$ cat src/sv/matrix4_inverse_assert.svh
// Assertion macros for the 4x4 matrix inverse block.
`ifndef MATRIX4_INVERSE_ASSERT_SVH
`define MATRIX4_INVERSE_ASSERT_SVH

`ifndef SYNTH

// Property must hold at every rising clock edge outside reset.
`define M4I_ASSERT(lbl, clk, rst_n, prop, msg) \
	lbl: assert property (@(posedge clk) disable iff (!rst_n) (prop)) else $error(msg);

// Expression must never be true outside reset.
`define M4I_NEVER(lbl, clk, rst_n, expr, msg) \
	lbl: assert property (@(posedge clk) disable iff (!rst_n) !(expr)) else $error(msg);

`else

`define M4I_ASSERT(lbl, clk, rst_n, prop, msg)
`define M4I_NEVER(lbl, clk, rst_n, expr, msg)

`endif

`endif

$ cat src/sv/m4i_pkg.sv
package m4i_pkg;

	localparam int FRAC_BITS_DEF  = 16;
	localparam int ELEM_WIDTH_DEF = 32;
	localparam int PORT_W         = 32;

	// sequencer states
	typedef enum logic [2:0] {
		ST_LOAD,
		ST_FETCH1,
		ST_FETCH2,
		ST_MAC_GO,
		ST_MAC_WAIT,
		ST_DIV_GO,
		ST_DIV_WAIT,
		ST_EMIT
	} state_t;

	// which quantity is being accumulated
	typedef enum logic [1:0] {
		PH_MINOR,
		PH_DET,
		PH_COF
	} phase_t;

	// command to the shared serial unit
	typedef struct packed {
		logic start;
		logic div;
		logic clr;
		logic sub;
	} unit_cmd_t;

	// first and second row of each 2x2 minor
	function automatic logic [1:0] pair_a(input logic [2:0] p);
		logic [1:0] r;
		unique case (p)
			3'd0, 3'd1, 3'd2: r = 2'd0;
			3'd3, 3'd4:       r = 2'd1;
			default:          r = 2'd2;
		endcase
		return r;
	endfunction

	function automatic logic [1:0] pair_b(input logic [2:0] p);
		logic [1:0] r;
		unique case (p)
			3'd0:       r = 2'd1;
			3'd1, 3'd3: r = 2'd2;
			default:    r = 2'd3;
		endcase
		return r;
	endfunction

	// element row used by each cofactor term of an output column
	function automatic logic [1:0] cof_row(input logic [1:0] c, input logic [2:0] s);
		logic [1:0] r;
		unique case (s)
			3'd0:    r = (c == 2'd0) ? 2'd1 : 2'd0;
			3'd1:    r = (c <= 2'd1) ? 2'd2 : 2'd1;
			default: r = (c == 2'd3) ? 2'd2 : 2'd3;
		endcase
		return r;
	endfunction

	// minor used by each cofactor term of an output column
	function automatic logic [2:0] cof_minor(input logic [1:0] c, input logic [2:0] s);
		logic [2:0] r;
		unique case ({c, s[1:0]})
			4'b00_00: r = 3'd5;
			4'b00_01: r = 3'd4;
			4'b00_10: r = 3'd3;
			4'b01_00: r = 3'd5;
			4'b01_01: r = 3'd2;
			4'b01_10: r = 3'd1;
			4'b10_00: r = 3'd4;
			4'b10_01: r = 3'd2;
			4'b10_10: r = 3'd0;
			4'b11_00: r = 3'd3;
			4'b11_01: r = 3'd1;
			default:  r = 3'd0;
		endcase
		return r;
	endfunction

endpackage

$ cat src/sv/m4i_serial_unit.sv
// Shared bit-serial unit: signed multiply-accumulate (one multiplier bit per
// cycle) and restoring division (one quotient bit per cycle), one adder.
module m4i_serial_unit #(
	parameter int AW   = 150,
	parameter int CNTW = 8,
	parameter int QW   = 32
) (
	input  logic                clk,
	input  logic                arst_n,
	input  m4i_pkg::unit_cmd_t  cmd,
	input  logic [AW-1:0]       opa,
	input  logic [AW-1:0]       opb,
	input  logic [CNTW-1:0]     len,
	output logic                busy,
	output logic [AW-1:0]       acc,
	output logic [QW-1:0]       quo,
	output logic                big
);

	logic [AW-1:0]   acc_q, a_q, b_q;
	logic [QW-1:0]   q_q;
	logic            big_q, div_q, sub_q, busy_q;
	logic [CNTW-1:0] cnt_q;
	logic [AW-1:0]   x, y;
	logic            cin;
	logic [AW:0]     sum;

	// operand select for the one adder
	always_comb begin
		if (div_q) begin
			x   = {acc_q[AW-2:0], b_q[AW-1]};
			y   = ~a_q;
			cin = 1'b1;
		end else begin
			x = acc_q;
			if (b_q[0]) begin
				y   = sub_q ? ~a_q : a_q;
				cin = sub_q;
			end else begin
				y   = '0;
				cin = 1'b0;
			end
		end
		sum = {1'b0, x} + {1'b0, y} + {{AW{1'b0}}, cin};
	end

	// iteration count
	always_ff @(posedge clk or negedge arst_n) begin
		if (!arst_n) begin
			busy_q <= 1'b0;
			cnt_q  <= '0;
		end else if (cmd.start) begin
			busy_q <= 1'b1;
			cnt_q  <= len;
		end else if (busy_q) begin
			cnt_q <= cnt_q - 1'b1;
			if (cnt_q == CNTW'(1)) busy_q <= 1'b0;
		end
	end

	// datapath
	always_ff @(posedge clk) begin
		if (cmd.start) begin
			a_q   <= opa;
			b_q   <= opb;
			div_q <= cmd.div;
			sub_q <= cmd.sub;
			q_q   <= '0;
			big_q <= 1'b0;
			if (cmd.clr || cmd.div) acc_q <= '0;
		end else if (busy_q) begin
			if (div_q) begin
				acc_q <= sum[AW] ? sum[AW-1:0] : x;
				b_q   <= b_q << 1;
				q_q   <= {q_q[QW-2:0], sum[AW]};
				big_q <= big_q | q_q[QW-1];
			end else begin
				acc_q <= sum[AW-1:0];
				a_q   <= a_q << 1;
				b_q   <= b_q >> 1;
			end
		end
	end

	assign busy = busy_q;
	assign acc  = acc_q;
	assign quo  = q_q;
	assign big  = big_q;

endmodule

$ cat src/sv/matrix4_inverse.sv
// 4x4 matrix inverse, signed fixed point (FRAC_BITS fraction bits).
// Input channel (in_valid/in_ready, element): sixteen elements, column-major,
// one request per cycle while loading; low ELEM_WIDTH bits are used.
// Output channel (out_valid/out_ready, inverse_element, last, singular):
// sixteen results in the same order; last marks the sixteenth, singular is
// set on all sixteen when the determinant is zero (results are then zero).
// After the sixteenth element in_ready drops while one bit-serial unit
// works: 12 minors (2 MACs each), the determinant (6 MACs), then per
// result 3 MACs and a division; a singular matrix skips the cofactor
// MACs and divisions and emits zero results.
// A result sits in the output register until taken; a stalled receiver
// holds the sequencer, and loading of the next matrix starts once the last
// result is in that register. Reset empties the output, clears the load
// count and returns to loading; stored elements are not cleared.
module matrix4_inverse #(
	parameter int FRAC_BITS  = m4i_pkg::FRAC_BITS_DEF,
	parameter int ELEM_WIDTH = m4i_pkg::ELEM_WIDTH_DEF
) (
	input  logic                                clk,
	input  logic                                arst_n,
	input  logic                                in_valid,
	output logic                                in_ready,
	input  logic signed [m4i_pkg::PORT_W-1:0]   element,
	output logic                                out_valid,
	input  logic                                out_ready,
	output logic signed [m4i_pkg::PORT_W-1:0]   inverse_element,
	output logic                                last,
	output logic                                singular
);

	localparam int W    = ELEM_WIDTH;
	localparam int MW   = 2 * W + 1;
	localparam int DW   = 4 * W + 5;
	localparam int CW   = 3 * W + 3;
	localparam int NW   = CW + 2 * FRAC_BITS;
	localparam int AW   = ((DW > NW) ? DW : NW) + 1;
	localparam int CNTW = $clog2(AW + 1);

	m4i_pkg::state_t state_q, state_d;
	m4i_pkg::phase_t phase_q;

	logic [W-1:0]          store [16];
	logic [W-1:0]          rd_q, ea_q;
	logic [3:0]            raddr, addr1, addr2;
	logic [3:0]            ld_cnt_q, midx_q, k_q;
	logic [2:0]            term_q;
	logic signed [MW-1:0]  up_q [6];
	logic signed [MW-1:0]  lo_q [6];
	logic signed [DW-1:0]  det_q;
	logic                  sing_q, neg_q;
	logic                  ov_q, olast_q, osing_q;
	logic signed [m4i_pkg::PORT_W-1:0] oe_q;

	m4i_pkg::unit_cmd_t    u_cmd;
	logic [AW-1:0]         u_opa, u_opb, u_acc;
	logic [CNTW-1:0]       u_len;
	logic                  u_busy, u_big;
	logic [W-1:0]          u_quo;

	logic                  in_fire, mac_done, div_done, emit_fire, out_free;
	logic                  term_last, det_zero;
	logic [2:0]            mp;
	logic [1:0]            c0, c1, ecol, cc, rr;
	logic [W-1:0]          ea_mag, eb_mag;
	logic signed [MW-1:0]  ut, lt, ms;
	logic [MW-1:0]         um, lm, mm;
	logic signed [CW-1:0]  cof;
	logic [CW-1:0]         cmag;
	logic [DW-1:0]         den_mag;
	logic signed [W-1:0]   res;

	m4i_serial_unit #(
		.AW   (AW),
		.CNTW (CNTW),
		.QW   (W)
	) u_unit (
		.clk    (clk),
		.arst_n (arst_n),
		.cmd    (u_cmd),
		.opa    (u_opa),
		.opb    (u_opb),
		.len    (u_len),
		.busy   (u_busy),
		.acc    (u_acc),
		.quo    (u_quo),
		.big    (u_big)
	);

	// element addressing
	always_comb begin
		mp   = (midx_q < 4'd6) ? midx_q[2:0] : 3'(midx_q - 4'd6);
		c0   = (midx_q < 4'd6) ? 2'd0 : 2'd2;
		c1   = c0 | 2'd1;
		cc   = k_q[3:2];
		rr   = k_q[1:0];
		ecol = rr ^ 2'd1;
		if (phase_q == m4i_pkg::PH_COF) begin
			addr1 = {ecol, m4i_pkg::cof_row(cc, term_q)};
			addr2 = addr1;
		end else if (term_q[0]) begin
			addr1 = {c1, m4i_pkg::pair_a(mp)};
			addr2 = {c0, m4i_pkg::pair_b(mp)};
		end else begin
			addr1 = {c0, m4i_pkg::pair_a(mp)};
			addr2 = {c1, m4i_pkg::pair_b(mp)};
		end
		raddr = (state_q == m4i_pkg::ST_FETCH1) ? addr1 : addr2;
	end

	// element store, one write and one registered read a cycle
	always_ff @(posedge clk) begin
		if (in_fire) store[ld_cnt_q] <= element[W-1:0];
		rd_q <= store[raddr];
		if (state_q == m4i_pkg::ST_FETCH2) ea_q <= rd_q;
	end

	// operand magnitudes and signs
	always_comb begin
		ea_mag  = ea_q[W-1] ? (~ea_q + 1'b1) : ea_q;
		eb_mag  = rd_q[W-1] ? (~rd_q + 1'b1) : rd_q;
		ut      = up_q[term_q];
		lt      = lo_q[3'd5 - term_q];
		ms      = rr[1] ? up_q[m4i_pkg::cof_minor(cc, term_q)]
		                : lo_q[m4i_pkg::cof_minor(cc, term_q)];
		um      = ut[MW-1] ? MW'(-ut) : MW'(ut);
		lm      = lt[MW-1] ? MW'(-lt) : MW'(lt);
		mm      = ms[MW-1] ? MW'(-ms) : MW'(ms);
		cof     = u_acc[CW-1:0];
		cmag    = cof[CW-1] ? CW'(-cof) : CW'(cof);
		den_mag = det_q[DW-1] ? DW'(-det_q) : DW'(det_q);
		det_zero = (u_acc[DW-1:0] == '0);
	end

	always_comb begin
		unique case (phase_q)
			m4i_pkg::PH_MINOR: term_last = (term_q == 3'd1);
			m4i_pkg::PH_DET:   term_last = (term_q == 3'd5);
			default:           term_last = (term_q == 3'd2);
		endcase
	end

	// next state
	always_comb begin
		state_d = state_q;
		unique case (state_q)
			m4i_pkg::ST_LOAD:
				if (in_valid && ld_cnt_q == 4'd15) state_d = m4i_pkg::ST_FETCH1;
			m4i_pkg::ST_FETCH1: state_d = m4i_pkg::ST_FETCH2;
			m4i_pkg::ST_FETCH2: state_d = m4i_pkg::ST_MAC_GO;
			m4i_pkg::ST_MAC_GO: state_d = m4i_pkg::ST_MAC_WAIT;
			m4i_pkg::ST_MAC_WAIT: begin
				if (!u_busy) begin
					if (!term_last) begin
						state_d = (phase_q == m4i_pkg::PH_DET) ? m4i_pkg::ST_MAC_GO
						                                       : m4i_pkg::ST_FETCH1;
					end else begin
						unique case (phase_q)
							m4i_pkg::PH_MINOR:
								state_d = (midx_q == 4'd11) ? m4i_pkg::ST_MAC_GO
								                            : m4i_pkg::ST_FETCH1;
							m4i_pkg::PH_DET:
								state_d = det_zero ? m4i_pkg::ST_EMIT : m4i_pkg::ST_FETCH1;
							default: state_d = m4i_pkg::ST_DIV_GO;
						endcase
					end
				end
			end
			m4i_pkg::ST_DIV_GO: state_d = m4i_pkg::ST_DIV_WAIT;
			m4i_pkg::ST_DIV_WAIT:
				if (!u_busy) state_d = m4i_pkg::ST_EMIT;
			m4i_pkg::ST_EMIT: begin
				if (out_free) begin
					if (k_q == 4'd15) state_d = m4i_pkg::ST_LOAD;
					else if (sing_q)  state_d = m4i_pkg::ST_EMIT;
					else              state_d = m4i_pkg::ST_FETCH1;
				end
			end
			default: state_d = m4i_pkg::ST_LOAD;
		endcase
	end

	// state outputs and unit command
	always_comb begin
		out_free  = !ov_q || out_ready;
		in_ready  = (state_q == m4i_pkg::ST_LOAD);
		in_fire   = in_ready && in_valid;
		mac_done  = (state_q == m4i_pkg::ST_MAC_WAIT) && !u_busy;
		div_done  = (state_q == m4i_pkg::ST_DIV_WAIT) && !u_busy;
		emit_fire = (state_q == m4i_pkg::ST_EMIT) && out_free;
		u_cmd     = '0;
		u_opa     = '0;
		u_opb     = '0;
		u_len     = CNTW'(W);
		if (state_q == m4i_pkg::ST_MAC_GO) begin
			u_cmd.start = 1'b1;
			u_cmd.clr   = (term_q == 3'd0);
			unique case (phase_q)
				m4i_pkg::PH_MINOR: begin
					u_opa     = AW'(ea_mag);
					u_opb     = AW'(eb_mag);
					u_cmd.sub = ea_q[W-1] ^ rd_q[W-1] ^ term_q[0];
				end
				m4i_pkg::PH_DET: begin
					u_opa     = AW'(um);
					u_opb     = AW'(lm);
					u_len     = CNTW'(MW);
					u_cmd.sub = ut[MW-1] ^ lt[MW-1] ^ (term_q == 3'd1 || term_q == 3'd4);
				end
				default: begin
					u_opa     = AW'(mm);
					u_opb     = AW'(eb_mag);
					u_cmd.sub = ms[MW-1] ^ rd_q[W-1] ^ (term_q == 3'd1) ^ k_q[2] ^ k_q[0];
				end
			endcase
		end else if (state_q == m4i_pkg::ST_DIV_GO) begin
			u_cmd.start = 1'b1;
			u_cmd.div   = 1'b1;
			u_opa       = AW'(den_mag);
			u_opb       = AW'(cmag) << (AW - CW);
			u_len       = CNTW'(NW);
		end
	end

	// saturated quotient
	always_comb begin
		if (sing_q) begin
			res = '0;
		end else if (u_big || u_quo[W-1]) begin
			res = neg_q ? {1'b1, {(W-1){1'b0}}} : {1'b0, {(W-1){1'b1}}};
		end else begin
			res = neg_q ? W'(-u_quo) : W'(u_quo);
		end
	end

	// control registers
	always_ff @(posedge clk or negedge arst_n) begin
		if (!arst_n) begin
			state_q  <= m4i_pkg::ST_LOAD;
			phase_q  <= m4i_pkg::PH_MINOR;
			ld_cnt_q <= '0;
			midx_q   <= '0;
			term_q   <= '0;
			k_q      <= '0;
			sing_q   <= 1'b0;
			ov_q     <= 1'b0;
		end else begin
			state_q <= state_d;
			if (in_fire) begin
				ld_cnt_q <= ld_cnt_q + 1'b1;
				if (ld_cnt_q == 4'd15) begin
					phase_q <= m4i_pkg::PH_MINOR;
					midx_q  <= '0;
					term_q  <= '0;
				end
			end
			if (mac_done) begin
				term_q <= term_last ? 3'd0 : term_q + 1'b1;
				if (term_last) begin
					unique case (phase_q)
						m4i_pkg::PH_MINOR: begin
							if (midx_q == 4'd11) phase_q <= m4i_pkg::PH_DET;
							midx_q <= midx_q + 1'b1;
						end
						m4i_pkg::PH_DET: begin
							phase_q <= m4i_pkg::PH_COF;
							k_q     <= '0;
							sing_q  <= det_zero;
						end
						default: ;
					endcase
				end
			end
			if (emit_fire) k_q <= k_q + 1'b1;
			if (emit_fire)      ov_q <= 1'b1;
			else if (out_ready) ov_q <= 1'b0;
		end
	end

	// payload registers
	always_ff @(posedge clk) begin
		if (mac_done && term_last) begin
			if (phase_q == m4i_pkg::PH_MINOR) begin
				if (midx_q < 4'd6) up_q[mp] <= u_acc[MW-1:0];
				else               lo_q[mp] <= u_acc[MW-1:0];
			end
			if (phase_q == m4i_pkg::PH_DET) det_q <= u_acc[DW-1:0];
		end
		if (state_q == m4i_pkg::ST_DIV_GO) neg_q <= cof[CW-1] ^ det_q[DW-1];
		if (emit_fire) begin
			oe_q    <= m4i_pkg::PORT_W'(res);
			olast_q <= (k_q == 4'd15);
			osing_q <= sing_q;
		end
	end

	assign out_valid       = ov_q;
	assign inverse_element = oe_q;
	assign last            = olast_q;
	assign singular        = osing_q;

	`include "matrix4_inverse_assert.svh"

	`M4I_NEVER(a_load_unit_idle, clk, arst_n, in_ready && u_busy, "unit busy while loading")
	`M4I_ASSERT(a_count_parked, clk, arst_n, (state_q != m4i_pkg::ST_LOAD) |-> (ld_cnt_q == 4'd0), "load count not wrapped")
	`M4I_ASSERT(a_sing_zero, clk, arst_n, (out_valid && singular) |-> (inverse_element == '0), "singular result not zero")
	`M4I_NEVER(a_div_done_sing, clk, arst_n, div_done && sing_q, "division on singular matrix")

endmodule

$ cat config.mk
export PLATFORM = sky130hd
export DESIGN_NAME = matrix4_inverse
export DESIGN_NICKNAME = d
export VERILOG_FILES = /design/src/sv/m4i_pkg.sv /design/src/sv/m4i_serial_unit.sv /design/src/sv/matrix4_inverse.sv
export VERILOG_INCLUDE_DIRS = /design/src /design/src/sv
export SDC_FILE = /design/constraint.sdc
export NUM_CORES = 2
export LEC_CHECK = 0
export ABC_AREA = 0
export BUFFER_PORTS_ARGS = -buffer_cell sky130_fd_sc_hd__buf_2
export CAP_MARGIN = 15
export CELL_PAD_IN_SITES_DETAIL_PLACEMENT = 0
export CELL_PAD_IN_SITES_GLOBAL_PLACEMENT = 1
export CORE_ASPECT_RATIO = 0.5
export CORE_UTILIZATION = 48
export DETAILED_ROUTE_END_ITERATION = 8
export PLACE_DENSITY_LB_ADDON = 0.25
export SKIP_LAST_GASP = 1
export SYNTH_ARGS = -nofsm -noshare
export SYNTH_HDL_FRONTEND = slang
export SYNTH_SLANG_ARGS = --single-unit
$ cat constraint.sdc
create_clock -name clk -period 11.9 [get_ports clk]
set_input_delay 1.785 -clock clk [delete_from_list [all_inputs] [get_ports clk]]
set_output_delay 1.785 -clock clk [all_outputs]
set_load 0.005 [all_outputs]
==> flow_summary.json <==
{
  "worstPathRequired_ns": 12.47,
  "remaining_drc_errors": 0,
  "timing.hold.ws_ns": 0.483,
  "drive_gt1_frac": 0.130,
  "max_cap_violations": 0,
  "ir_drop_mv": 0.338,
  "path_class": "reg2reg",
  "timing.rr.start": "term_q[0]",
  "wl_per_cell_um": 28.8,
  "cts_made_buffers": 190,
  "async_flop_share": 0.0156,
  "status": "finished, final reports clean",
  "place_hpwl_um": 232000,
  "r2r_end": "u_unit.a_q[57]",
  "hold_depth": 2,
  "place_area_um2": 111000,
  "critPathCaptureType": "register",
  "synth_edf_count": 1896,
  "clk-insertion-delay-late_ns": 0.90,
  "routed_wl_um": 346000,
  "maxSlewHeadroom": 0.148,
  "synth_nets": 9219,
  "multiInputGateArea_um2": 46400,
  "cts_resized": 0,
  "synth_area_per_cell_um2": 11.9,
  "rr_worst_depth": 17,
  "grtUsageTotal": 0.299,
  "hold_viol": 0,
  "reg2reg_slack_ns": 3.64,
  "post-route-period-util": 0.694,
  "nNetsFinal": 9071,
  "worstPathArrival_ns": 8.83,
  "die_w_um": 672,
  "cts.path.max_buffers": 4,
  "register_area_um2": 59000,
  "cts-root-buf": "clkbuf_16",
  "rsz0062_at_grt": "no",
  "first_pass_iters": 6,
  "grt_pass1_wl_um": 503000,
  "place_congestion": 0.948,
  "pwr_density_cell_nw_per_um2": 340,
  "hold_path_class": "reg2reg",
  "yosysWarnings": 0,
  "drv_slew": 0,
  "numPortBuffers": 71,
  "fin_skew_ns": 0.110,
  "synth_flop_cell": "edfxtp_1",
  "yosysUniqueCellTypes": 96,
  "path_clk_slew_ns": 0.07,
  "ant_nets": 0,
  "post_cts_buffers": 0,
  "tns_ns": 0,
  "antenna_found_initial": 20,
  "hold_buffers": 0,
  "rows": 122,
  "synthCells": 9026,
  "grt.overflow.total": 0,
  "core_um2": 222000,
  "netlist_area_um2": 108000,
  "critPathMaxFanout": 51,
  "finalCriticalPeriod_ns": 8.26,
  "worstMarginPinSlew_ns": 1.28,
  "fillers": 19200,
  "clock.fmax_mhz": 121,
  "ys_ff_latch": 1992,
  "p_leak_uw": 0.0404,
  "drt-vias-per-instance": 6.44,
  "die_h_um": 337,
  "grt_max_degree": 178,
  "start_kind": "register",
  "fin_area_um2": 117000,
  "die-area_um2": 227000,
  "ios": 72,
  "min-delay-start": "u_unit.quo[1]",
  "drt-initial-drc-count": 9411,
  "grt_pass1_vias": 74000,
  "vias": 77300,
  "min_to": "u_unit.quo[2]",
  "setup_viol": 0,
  "start_util": 0.485,
  "areaGrowthSynthToFinish_pct": 8.85,
  "numClockSinks": 1992,
  "cts_tree": "built",
  "cts_max_level": 4,
  "yosysSeqAreaShare": 0.547
}
sequential cells by signal, summed over array words and instances, names as in the netlist, 2 cells and up:
signal / count
u_unit.quo: 32
midx_q: 4
det_q: 133
term_q: 3
u_unit.cnt_q: 8
inverse_element: 32
u_unit.a_q: 134
up_q: 390
u_unit.acc: 134
state_q: 3
k_q: 4
ea_q: 32
phase_q: 2
u_unit.b_q: 134
lo_q: 390
store: 512
rd_q: 32
ld_cnt_q: 4
final cells by class:
| cell class | count | share of cell area |
|---|---|---|
| well taps | 2976 | 0.0317 |
| clock buffers | 252 | 0.0442 |
| inverters | 102 | 0.00341 |
| clock inverters | 90 | 0.00631 |
| flip-flops and latches | 1992 | 0.503 |
| repair buffers | 250 | 0.0157 |
| multi-input cells | 6342 | 0.396 |
| diodes | 6 | 0.000128 |
cell families after synthesis:
kind of cell             share of synthesized area
adder cells (fa/ha/maj)                     0.0184
buffers and inverters                       0.0258
AND/OR/NAND/NOR                              0.103
XOR/XNOR                                    0.0491
flip-flops                                   0.547
AO/OA/AOI/OAI                                0.125
multiplexers                                 0.131
synthesized netlist by cell type (39+ instances only):
master / number / area (um2)
nor3_1: 125 / 626
nand2_1: 1041 / 3910
mux2i_1: 479 / 4790
inv_1: 96 / 360
edfxtp_1: 1896 / 56900
xor2_1: 320 / 2800
xnor2_1: 283 / 2480
o41ai_1: 51 / 447
ha_1: 155 / 1940
nand4_1: 79 / 494
dfxtp_1: 65 / 1300
or2_2: 46 / 288
clkbuf_1: 432 / 1620
a31oi_1: 44 / 275
o22ai_1: 101 / 632
nor2_1: 638 / 2390
mux4_2: 341 / 7680
a221oi_1: 41 / 359
a32o_1: 83 / 831
buf_1: 63 / 236
mux2_2: 151 / 1700
a211oi_1: 96 / 721
o21bai_1: 39 / 293
o31ai_1: 142 / 1070
a21o_1: 62 / 465
nor4_1: 60 / 375
or4_1: 57 / 428
a21oi_1: 760 / 3800
or3_1: 72 / 450
o21ai_0: 499 / 2500
o221ai_1: 56 / 490
nor2b_1: 60 / 375
and3_1: 39 / 244
buf_2: 74 / 370
nand3_1: 96 / 480
per-layer routing:
layer  wire length [um]  vias to the layer above  GRT usage
li1                   -                    34300          -
met1             146000                    38900      0.419
met2             158000                     3508      0.477
met3              29500                      607     0.0490
met4              12500                        6     0.0994
met5                 43                        -          0
stage by stage:
step                      std cells  power, uW  utilization  setup WS, ns
after floorplan                9026      26800            -         0.584
after global routing          12000      42000        0.528          3.29
after detailed placement      11700      33600        0.501          3.90
after CTS                     12000      39700        0.528          3.81
after global placement        11700      33500        0.501          4.08
final                         12000      39900        0.528          3.64
worst max path at each step:
stage	startpoint	endpoint	cells after the start
floorplan	u_unit.div_q	u_unit.a_q[0]	5
detailed placement	term_q[0]	u_unit.a_q[52]	19
global placement	term_q[0]	u_unit.a_q[52]	19
CTS	term_q[0]	u_unit.a_q[60]	18
finish	term_q[0]	u_unit.a_q[57]	17
global route	u_unit.div_q	u_unit.acc[116]	20
cells in the final DEF (no fill, tap or decap), types with 154 or more instances in the layout:
cell type,n
a21oi_1,756
buf_4,168
clkbuf_16,194
edfxtp_1,1896
ha_1,154
mux2i_1,479
mux4_2,341
nand2_1,1040
nor2_1,619
o21ai_0,494
xnor2_1,283
xor2_1,320
critical path, cell delays in order (launching register included):
cell,delay (ns)
dfrtp_4,0.98
inv_1,0.37
ha_1,0.34
or3_1,0.46
o211ai_4,0.11
buf_4,0.71
and2_2,0.75
buf_4,0.58
a32o_1,0.21
o31ai_1,0.18
or4_1,0.57
or2_2,0.33
nor2_1,0.50
nand3_1,0.33
nor3_2,0.79
nand3_1,0.20
a221oi_1,0.32
o21ai_0,0.13
report_power, final:
group          total [uW]  switching [uW]  leakage, uW  internal [uW]
Combinational       22200           13900       0.0189           8350
Clock                6050            2780      0.00290           3270
Sequential          11600            1680       0.0186           9930
Power figures use the tool's default switching activity.
